$ cat src/rtl/core/tks_pkg.sv
// ----------------------------------------------------------------------------
// Top-k select package
// Shared constants, outcome codes, controller/datapath command and status.
// ----------------------------------------------------------------------------
`default_nettype none
package tks_pkg;
  localparam int MaxKeep = 16;
  localparam int KeepW   = 5;
  localparam int IdxW    = 4;
  localparam int PosW    = 16;
  localparam int CntW    = 17;
  localparam logic [CntW-1:0] MaxRow = 17'd65536;

  localparam logic [1:0] OUT_OK    = 2'd0;
  localparam logic [1:0] OUT_SHORT = 2'd1;
  localparam logic [1:0] OUT_LONG  = 2'd2;

  localparam logic CFG_KEEP   = 1'b0;
  localparam logic CFG_FORMAT = 1'b1;

  typedef struct packed {
    logic           insert;   // insert value into chain
    logic [31:0]    bits;
    logic           clear;    // clear row state
    logic [IdxW-1:0] rd_idx;  // entry to present
  } dp_cmd_t;

  typedef struct packed {
    logic [CntW-1:0] count;
    logic [31:0]     rd_bits;
    logic [PosW-1:0] rd_pos;
  } dp_sts_t;

  function automatic logic [31:0] rank_of(input logic [31:0] bits, input logic fmt);
    logic [31:0] f;
    f = fmt ? {bits[15:0], 16'h0} : bits;
    if (f[30:23] == 8'hFF && f[22:0] != 23'h0) begin
      rank_of = 32'h0;
    end else if (f == 32'h8000_0000) begin
      rank_of = 32'h8000_0000;
    end else if (f[31]) begin
      rank_of = ~f;
    end else begin
      rank_of = f | 32'h8000_0000;
    end
  endfunction
endpackage
`default_nettype wire

$ cat src/rtl/core/tks_datapath.sv
// ----------------------------------------------------------------------------
// Top-k select datapath
// Sorted register chain with parallel insertion, row position counter.
// ----------------------------------------------------------------------------
`default_nettype none
module tks_datapath (
  input  wire logic             clk,
  input  wire logic             rst_n,
  input  wire logic             fmt,
  input  wire tks_pkg::dp_cmd_t cmd,
  output tks_pkg::dp_sts_t      sts
);
  import tks_pkg::*;

  logic [31:0]     val_r [MaxKeep];
  logic [PosW-1:0] pos_r [MaxKeep];
  logic [MaxKeep-1:0] vld_r;
  logic [CntW-1:0] cnt_r;
  logic [MaxKeep-1:0] take;
  logic [MaxKeep-1:0] below;
  logic [31:0] rnk;

  // below[i]: the insertion slot lies at a lower index, so entry i shifts
  always_comb begin
    rnk = rank_of(cmd.bits, fmt);
    for (int i = 0; i < MaxKeep; i++) begin
      take[i] = !vld_r[i] || (rank_of(val_r[i], fmt) < rnk);
    end
    below[0] = 1'b0;
    for (int i = 1; i < MaxKeep; i++) begin
      below[i] = below[i-1] | take[i-1];
    end
  end

  always_ff @(posedge clk) begin
    if (!rst_n || cmd.clear) begin
      vld_r <= '0;
      cnt_r <= '0;
      for (int i = 0; i < MaxKeep; i++) begin
        val_r[i] <= '0;
        pos_r[i] <= '0;
      end
    end else if (cmd.insert) begin
      if (cnt_r < MaxRow) begin
        for (int i = 0; i < MaxKeep; i++) begin
          if (below[i]) begin
            val_r[i] <= val_r[(i == 0) ? 0 : i-1];
            pos_r[i] <= pos_r[(i == 0) ? 0 : i-1];
            vld_r[i] <= vld_r[(i == 0) ? 0 : i-1];
          end else if (take[i]) begin
            val_r[i] <= cmd.bits;
            pos_r[i] <= cnt_r[PosW-1:0];
            vld_r[i] <= 1'b1;
          end
        end
      end
      if (cnt_r <= MaxRow) cnt_r <= cnt_r + 1'b1;
    end
  end

  assign sts.count   = cnt_r;
  assign sts.rd_bits = val_r[cmd.rd_idx];
  assign sts.rd_pos  = pos_r[cmd.rd_idx];
endmodule
`default_nettype wire

$ cat src/rtl/core/tks_ctrl.sv
// ----------------------------------------------------------------------------
// Top-k select controller
// Accepts values, drives insertion, sequences the k results at row end.
// ----------------------------------------------------------------------------
`default_nettype none
module tks_ctrl (
  input  wire logic                      clk,
  input  wire logic                      rst_n,
  input  wire logic                      fmt,
  input  wire logic [tks_pkg::KeepW-1:0] keep,
  input  wire logic                      in_tvalid,
  output logic                           in_tready,
  input  wire logic [31:0]               in_bits,
  input  wire logic                      in_last,
  output logic                           out_tvalid,
  input  wire logic                      out_tready,
  output logic [31:0]                    out_bits,
  output logic [tks_pkg::PosW-1:0]       out_pos,
  output logic [1:0]                     out_code,
  output logic                           out_last,
  output tks_pkg::dp_cmd_t               cmd,
  input  wire tks_pkg::dp_sts_t          sts
);
  import tks_pkg::*;

  typedef enum logic [1:0] {S_RUN, S_CHECK, S_EMIT, S_WAIT} state_t;

  state_t          state_r;
  logic [IdxW-1:0] idx_r;
  logic [KeepW-1:0] k_r;
  logic            ovld_r;
  logic [31:0]     obits_r;
  logic [PosW-1:0] opos_r;
  logic [1:0]      ocode_r;
  logic            olast_r;
  logic            acc;
  logic            ofree;
  logic [KeepW-1:0] k_eff;
  logic [31:0]     wbits;
  logic            bad;
  logic            load;

  assign ofree     = !ovld_r || out_tready;
  assign in_tready = (state_r == S_RUN);
  assign acc       = in_tvalid && in_tready;
  assign wbits     = fmt ? {16'h0, in_bits[15:0]} : in_bits;
  assign k_eff     = (keep == '0) ? KeepW'(1) :
                     (keep > KeepW'(MaxKeep)) ? KeepW'(MaxKeep) : keep;
  assign bad       = ({12'h0, k_r} > sts.count) || (sts.count > MaxRow);
  assign load      = ofree && (((state_r == S_CHECK) && bad) || (state_r == S_EMIT));

  always_comb begin
    cmd.insert = acc;
    cmd.bits   = wbits;
    cmd.clear  = (state_r == S_WAIT) && ofree;
    cmd.rd_idx = idx_r;
  end

  always_ff @(posedge clk) begin
    if (!rst_n) begin
      state_r <= S_RUN;
      idx_r   <= '0;
      k_r     <= KeepW'(1);
      ovld_r  <= 1'b0;
    end else begin
      ovld_r <= load || (ovld_r && !out_tready);
      case (state_r)
        S_RUN: begin
          if (acc && in_last) begin
            state_r <= S_CHECK;
            k_r     <= k_eff;
            idx_r   <= '0;
          end
        end
        S_CHECK: begin
          if (ofree) begin
            if (bad) begin
              obits_r <= '0;
              opos_r  <= '0;
              ocode_r <= ({12'h0, k_r} > sts.count) ? OUT_SHORT : OUT_LONG;
              olast_r <= 1'b1;
              state_r <= S_WAIT;
            end else begin
              state_r <= S_EMIT;
            end
          end
        end
        S_EMIT: begin
          if (ofree) begin
            obits_r <= sts.rd_bits;
            opos_r  <= sts.rd_pos;
            ocode_r <= OUT_OK;
            olast_r <= ({1'b0, idx_r} + 1'b1 == k_r);
            idx_r   <= idx_r + 1'b1;
            if ({1'b0, idx_r} + 1'b1 == k_r) state_r <= S_WAIT;
          end
        end
        S_WAIT: begin
          if (ofree) state_r <= S_RUN;
        end
        default: state_r <= S_RUN;
      endcase
    end
  end

  assign out_tvalid = ovld_r;
  assign out_bits   = obits_r;
  assign out_pos    = opos_r;
  assign out_code   = ocode_r;
  assign out_last   = olast_r;
endmodule
`default_nettype wire

$ cat src/rtl/core/streaming_top_k_select_core.sv
// ----------------------------------------------------------------------------
// Streaming top-k select core
// Keeps the k largest values of each row with their positions.
// ----------------------------------------------------------------------------
// Usage:
//   in_*  : one value per transaction, in_tlast marks the row's last value.
//   out_* : k results per row, best first, out_tlast on the last; a row
//           shorter than k or longer than 65536 gives one error result.
//   cfg_* : write keep_count (index 0) and value_format (index 1) when idle.
// Throughput: one value per cycle inside a row; the insertion into the
//   16-entry sorted register chain completes in the accepting cycle.
// Row end: the input stalls while the core checks the row, emits its results
//   and clears the chain, and stalls longer while out_tready is low.
// First result: loaded by the check state on error, else by the emit state.
// Reset: chain empty, keep_count 1, float32 format. A stalled receiver holds
//   the output register and freezes the result sequence.
// ----------------------------------------------------------------------------
`default_nettype none
module streaming_top_k_select_core (
  input  wire logic        clk,
  input  wire logic        rst_n,
  input  wire logic        cfg_we,
  input  wire logic        cfg_index,
  input  wire logic [4:0]  cfg_data,
  input  wire logic        in_tvalid,
  output logic             in_tready,
  input  wire logic [31:0] in_tdata,   // sample_bits
  input  wire logic        in_tlast,
  output logic             out_tvalid,
  input  wire logic        out_tready,
  output logic [55:0]      out_tdata,  // best_bits, best_position, outcome, pad
  output logic             out_tlast
);
  import tks_pkg::*;

  logic [KeepW-1:0] keep_r;
  logic             fmt_r;
  dp_cmd_t          cmd;
  dp_sts_t          sts;
  logic [31:0]      ob;
  logic [PosW-1:0]  op;
  logic [1:0]       oc;

  always_ff @(posedge clk) begin
    if (!rst_n) begin
      keep_r <= KeepW'(1);
      fmt_r  <= 1'b0;
    end else if (cfg_we) begin
      if (cfg_index == CFG_KEEP) keep_r <= cfg_data;
      else if (cfg_index == CFG_FORMAT) fmt_r <= cfg_data[0];
    end
  end

  tks_ctrl u_ctrl (
    .clk(clk), .rst_n(rst_n), .fmt(fmt_r), .keep(keep_r),
    .in_tvalid(in_tvalid), .in_tready(in_tready), .in_bits(in_tdata),
    .in_last(in_tlast), .out_tvalid(out_tvalid), .out_tready(out_tready),
    .out_bits(ob), .out_pos(op), .out_code(oc), .out_last(out_tlast),
    .cmd(cmd), .sts(sts)
  );

  tks_datapath u_dp (
    .clk(clk), .rst_n(rst_n), .fmt(fmt_r), .cmd(cmd), .sts(sts)
  );

  assign out_tdata = {6'h0, oc, op, ob};
endmodule
`default_nettype wire

$ cat config.mk
export PLATFORM = sky130hd
export DESIGN_NAME = streaming_top_k_select_core
export DESIGN_NICKNAME = d
export VERILOG_FILES = /design/src/rtl/core/tks_pkg.sv /design/src/rtl/core/tks_datapath.sv /design/src/rtl/core/tks_ctrl.sv /design/src/rtl/core/streaming_top_k_select_core.sv
export SDC_FILE = /design/constraint.sdc
export NUM_CORES = 2
export LEC_CHECK = 0
export BUFFER_PORTS_ARGS = -buffer_cell sky130_fd_sc_hd__buf_2
export CAP_MARGIN = 0
export CORE_MARGIN = 3
export CORE_UTILIZATION = 40
export CTS_CLUSTER_SIZE = 12
export DETAILED_ROUTE_END_ITERATION = 10
export PLACE_DENSITY = 0.55
export SETUP_SLACK_MARGIN = 0.1
export SLEW_MARGIN = 40
export SYNTH_ARGS = -nofsm -noshare
export SYNTH_HDL_FRONTEND = slang
export SYNTH_SLANG_ARGS = --single-unit
$ cat constraint.sdc
create_clock -name clk -period 24.7 [get_ports clk]
set_input_delay 7.41 -clock clk [delete_from_list [all_inputs] [get_ports clk]]
set_output_delay 7.41 -clock clk [all_outputs]
set_load 0.05 [all_outputs]
==> impl_results.md <==
* Destination of the critical timing path: u_dp.pos_r[10][11]
* DR vias/cell at between 6 and 7
* Biggest cell delay along the critical path at 0.80 ns
* R2r worst-path depth at 24
* Post-synthesis average cell area at just under 10 µm²
* Count of hold buffers inserted by post-cts repair at 0
* Flop-to-flop setup slack at between 10 and 15 ns
* Count of warnings emitted by yosys at 0
* Global-route wire length before repair at around 490000 µm
* Vertical extent of the die at 424 µm
* Synthesized cell area at approximately 0.07 mm²
* Violation count after the first detailed-routing iteration at 10.4k
* Critical path endpoint category: register
* Maximum clock frequency at roughly 0.065 GHz
* Leading area contributor after synthesis: sky130_fd_sc_hd__edfxtp_1
* Worst path bufs/invs at 8
* Setup violators final at 0
* Number of fillers in the final layout at 16.6k
* Crit path launch: in_tdata[31]
* Transition time of the tightest slew-check pin at slightly below 1 ns
* Critical path class: input port to register
* Unrepaired setup endpoints after global routing: false
* H-Tree Depth at 3
* Slew HR at 0.335
* Maximum clock path buffer count at 3
* Number of cells on the critical path at 24
* Most numerous cell on the critical path: sky130_fd_sc_hd__buf_4
* Max-capacitance violation count at 0
* Ranking of synthesized cells by area: sky130_fd_sc_hd__edfxtp_1 35%, sky130_fd_sc_hd__ha_1 9.4%, sky130_fd_sc_hd__mux2i_1 8.8%, sky130_fd_sc_hd__mux4_2 7.7%, sky130_fd_sc_hd__nor2_1 4.4%
* Fraction of layout cells with a size suffix above 1 at 0.116
* Cell area power density at ~110 mW/mm²
* Final Hold Fails at 0
* Largest voltage drop on the vdd net at about 67 µV
* Data required time of the worst path at about 25 ns
* Primary flip-flop cell chosen by synthesis mapping: sky130_fd_sc_hd__edfxtp_1
* Reported leakage power at just over 30 nW
* Path type of the worst min-delay path: register to register
* Synthesis-to-finish area growth at 10.2%
* Slowest cell on the critical path: sky130_fd_sc_hd__or4b_4
* Number of remaining DRC errors at 0
* Routed WL per cell at between 30 and 40 µm
* Global route overflow at 0
* Cells after Synth at between 7k and 8k
* Post-route cell area at between 0.07 and 0.08 mm²
* Clock-pin slew of the registers on the worst-case setup and hold paths at around 0.06 ns
* Placed inst area at between 0.07 and 0.08 mm²
* Cell-by-cell trace of the critical path: buf_2, nor2b_2, a21oi_1, buf_4, inv_2, ha_1, nand4_1, o21ai_0, mux2i_4, buf_4, nand2_1, buf_4, ha_1, nand2_1, nor4_1, o311ai_1, o31ai_2, nand4_1, or3_2, buf_4, or4b_4, buf_12, buf_12, mux2i_1
* Final TNS setup at 0 ns
* Outcome: finished clean
* Placeable core region at approximately 0.17 mm²
* Total half-perimeter wirelength after legalization and detailed placement at roughly 250000 µm
* Initial antenna violation count at 42
* Kind of cell adding the most delay to the critical path: simple AND/OR/NAND/NOR gates
* WP data arrival at between 15 and 20 ns
* Width of the die at about 420 µm
* Starting utilization of the core area at 0.405
* Final count of pins violating max slew at 0
* Final weighted congestion in routability-driven placement at around 1.1
* Port Buffer Count at 96
* Io pins at 103
* Launching point of the worst reg2reg path: fmt_r
* Clock Tree Root: sky130_fd_sc_hd__clkbuf_16
* Min setup slack post-route at ~9.4 ns
* Start point of the worst min-delay path: keep_r[0]
* Post-synth cell types at slightly below 80
* TritonCTS buffer count at 103
* RR Endpoint: u_dp.pos_r[10][11]
* Clock sink count at between 800 and 900
* Setup clock skew after layout at between 0.1 and 0.15 ns
* Maximum fanout along the worst path at 50
* Maximum number of pins on one net before global-route repair at ~150
* Share of synthesized area occupied by flip-flops and latches at 0.367
* Shortest clock period the worst path allows after layout at between 15 and 20 ns
* Final net count at roughly 7.5k
* Number of iterations in the first detailed-routing pass at 7
* Top cell type's share of synthesized area at 0.351
* Antenna Violating Nets Remaining at 0
* Via count of the first global-routing pass at 58.8k
* Total die area at roughly 0.18 mm²
* TritonCTS clock tree: yes
* Number of vias after detailed routing at 65.0k
* Sort of element at the start of the critical path: input port
* Count of standard-cell rows at roughly 150
* Ratio of final minimum period to clock period at 0.619
* Flip-flop and latch count after synthesis at between 800 and 900
* Number of flops mapped to enable cells by yosys at roughly 820
* PostCTS Resize Cnt at 0
* Skew-Pair Late Insertion Delay at 0.81 ns
* Post-synthesis async set-or-reset flop share at 0
* Count of buffers added by post-CTS timing repair for setup at 0
* Aggregate global-route resource usage at 0.389
* Setup slack after placement at 8.77 ns
* Drt total wl at 361000 µm
[how the worst min path moves through the flow]
stage | end | slack (ns) | cells after the start
final | keep_r[0] | 0.48 | 2
after global routing | keep_r[0] | 0.50 | 2
after floorplan | u_dp.vld_r[12] | 0.44 | 2
after global placement | keep_r[0] | 0.47 | 2
after CTS | keep_r[0] | 0.48 | 2
after detailed placement | keep_r[0] | 0.46 | 2
[state kept, by name, summed over array words and instances, names as in the netlist, named ones only]
register,count
u_ctrl.out_code,2
u_ctrl.idx_r,4
u_dp.val_r,512
keep_r,5
u_ctrl.out_tvalid,1
u_ctrl.out_bits,32
u_dp.vld_r,16
u_ctrl.state_r,2
u_dp.pos_r,256
u_dp.cnt_r,17
u_ctrl.out_last,1
fmt_r,1
u_ctrl.k_r,5
u_ctrl.out_pos,16
[synthesized netlist by cell type, drive strengths merged (92+ instances only)]
library cell    n
nor3           92
nor2b         280
nand2         612
mux4          240
ha            525
nand3         332
clkbuf        472
a21oi         445
a211oi        233
mux2i         614
buf           100
edfxtp        819
a21o           93
nor2          824
o21ai         199
nand4         135
xnor2         276
a22o           98
[cell type report]
cell class	count	area, µm²	share of cell area
well taps	2310	2890	0.0375
clock inverters	56	661	0.00857
diodes	40	100	0.00130
clock buffers	129	2730	0.0354
inverters	72	272	0.00352
flip-flops and latches	874	25700	0.333
multi-input cells	5631	42500	0.551
repair buffers	298	2280	0.0295
[power by group]
group | internal (mW) | switching (mW)
clock network | 0.890 | 0.704
registers | 2.16 | 0.889
logic | 1.35 | 2.27
total | 4.40 | 3.86
[worst reg2reg max path: cells and delay by family (launching register included)]
family / cells / cell delay [ns]
buffers and inverters: 8 / 4.24
AND/OR/NAND/NOR: 7 / 2.25
AO/OA/AOI/OAI: 5 / 1.54
multiplexers: 2 / 0.89
flip-flops: 1 / 0.81
adder cells (fa/ha/maj): 2 / 0.61
[layer usage]
metal	wire length, µm	GRT usage
met1	133000	0.495
met2	147000	0.547
met3	49600	0.138
met4	32000	0.272
met5	63	0.00376
[placed cells by master (no fill, tap or decap), types with 96 or more instances in the layout]
cell / count
sky130_fd_sc_hd__buf_2: 96
sky130_fd_sc_hd__ha_1: 524
sky130_fd_sc_hd__clkbuf_16: 104
sky130_fd_sc_hd__xnor2_1: 276
sky130_fd_sc_hd__a21oi_1: 432
sky130_fd_sc_hd__buf_4: 165
sky130_fd_sc_hd__nand4_1: 135
sky130_fd_sc_hd__a22o_1: 98
sky130_fd_sc_hd__mux2i_1: 610
sky130_fd_sc_hd__edfxtp_1: 819
sky130_fd_sc_hd__a211oi_1: 232
sky130_fd_sc_hd__mux4_2: 240
sky130_fd_sc_hd__o21ai_0: 186
sky130_fd_sc_hd__nand2_1: 597
sky130_fd_sc_hd__nor2_1: 819
sky130_fd_sc_hd__nand3_1: 316
sky130_fd_sc_hd__nor2b_1: 265
[metrics by stage]
step                      total power [mW]   util  cells  hold WS (ns)
after floorplan                       4.83      -   7149         0.442
after global placement                6.40  0.423   9164         0.466
after detailed placement              6.44  0.426   9181         0.464
after CTS                             8.03  0.445   9366         0.480
after global routing                  8.53  0.446   9373         0.500
final                                 8.26  0.447   9410         0.480
[cell families after synthesis]
logic type	count (synthesis)	synth area share
buffers and inverters	644	0.0358
muxes	863	0.166
AOI/OAI and AO/OA	1336	0.124
DFF	874	0.367
other	1	0.0000536
and+or+nand+nor	2606	0.176
xor gates and xnor gates	295	0.0369
adders and majority gates	525	0.0938
No activity file was read; power rests on OpenSTA's default activity.
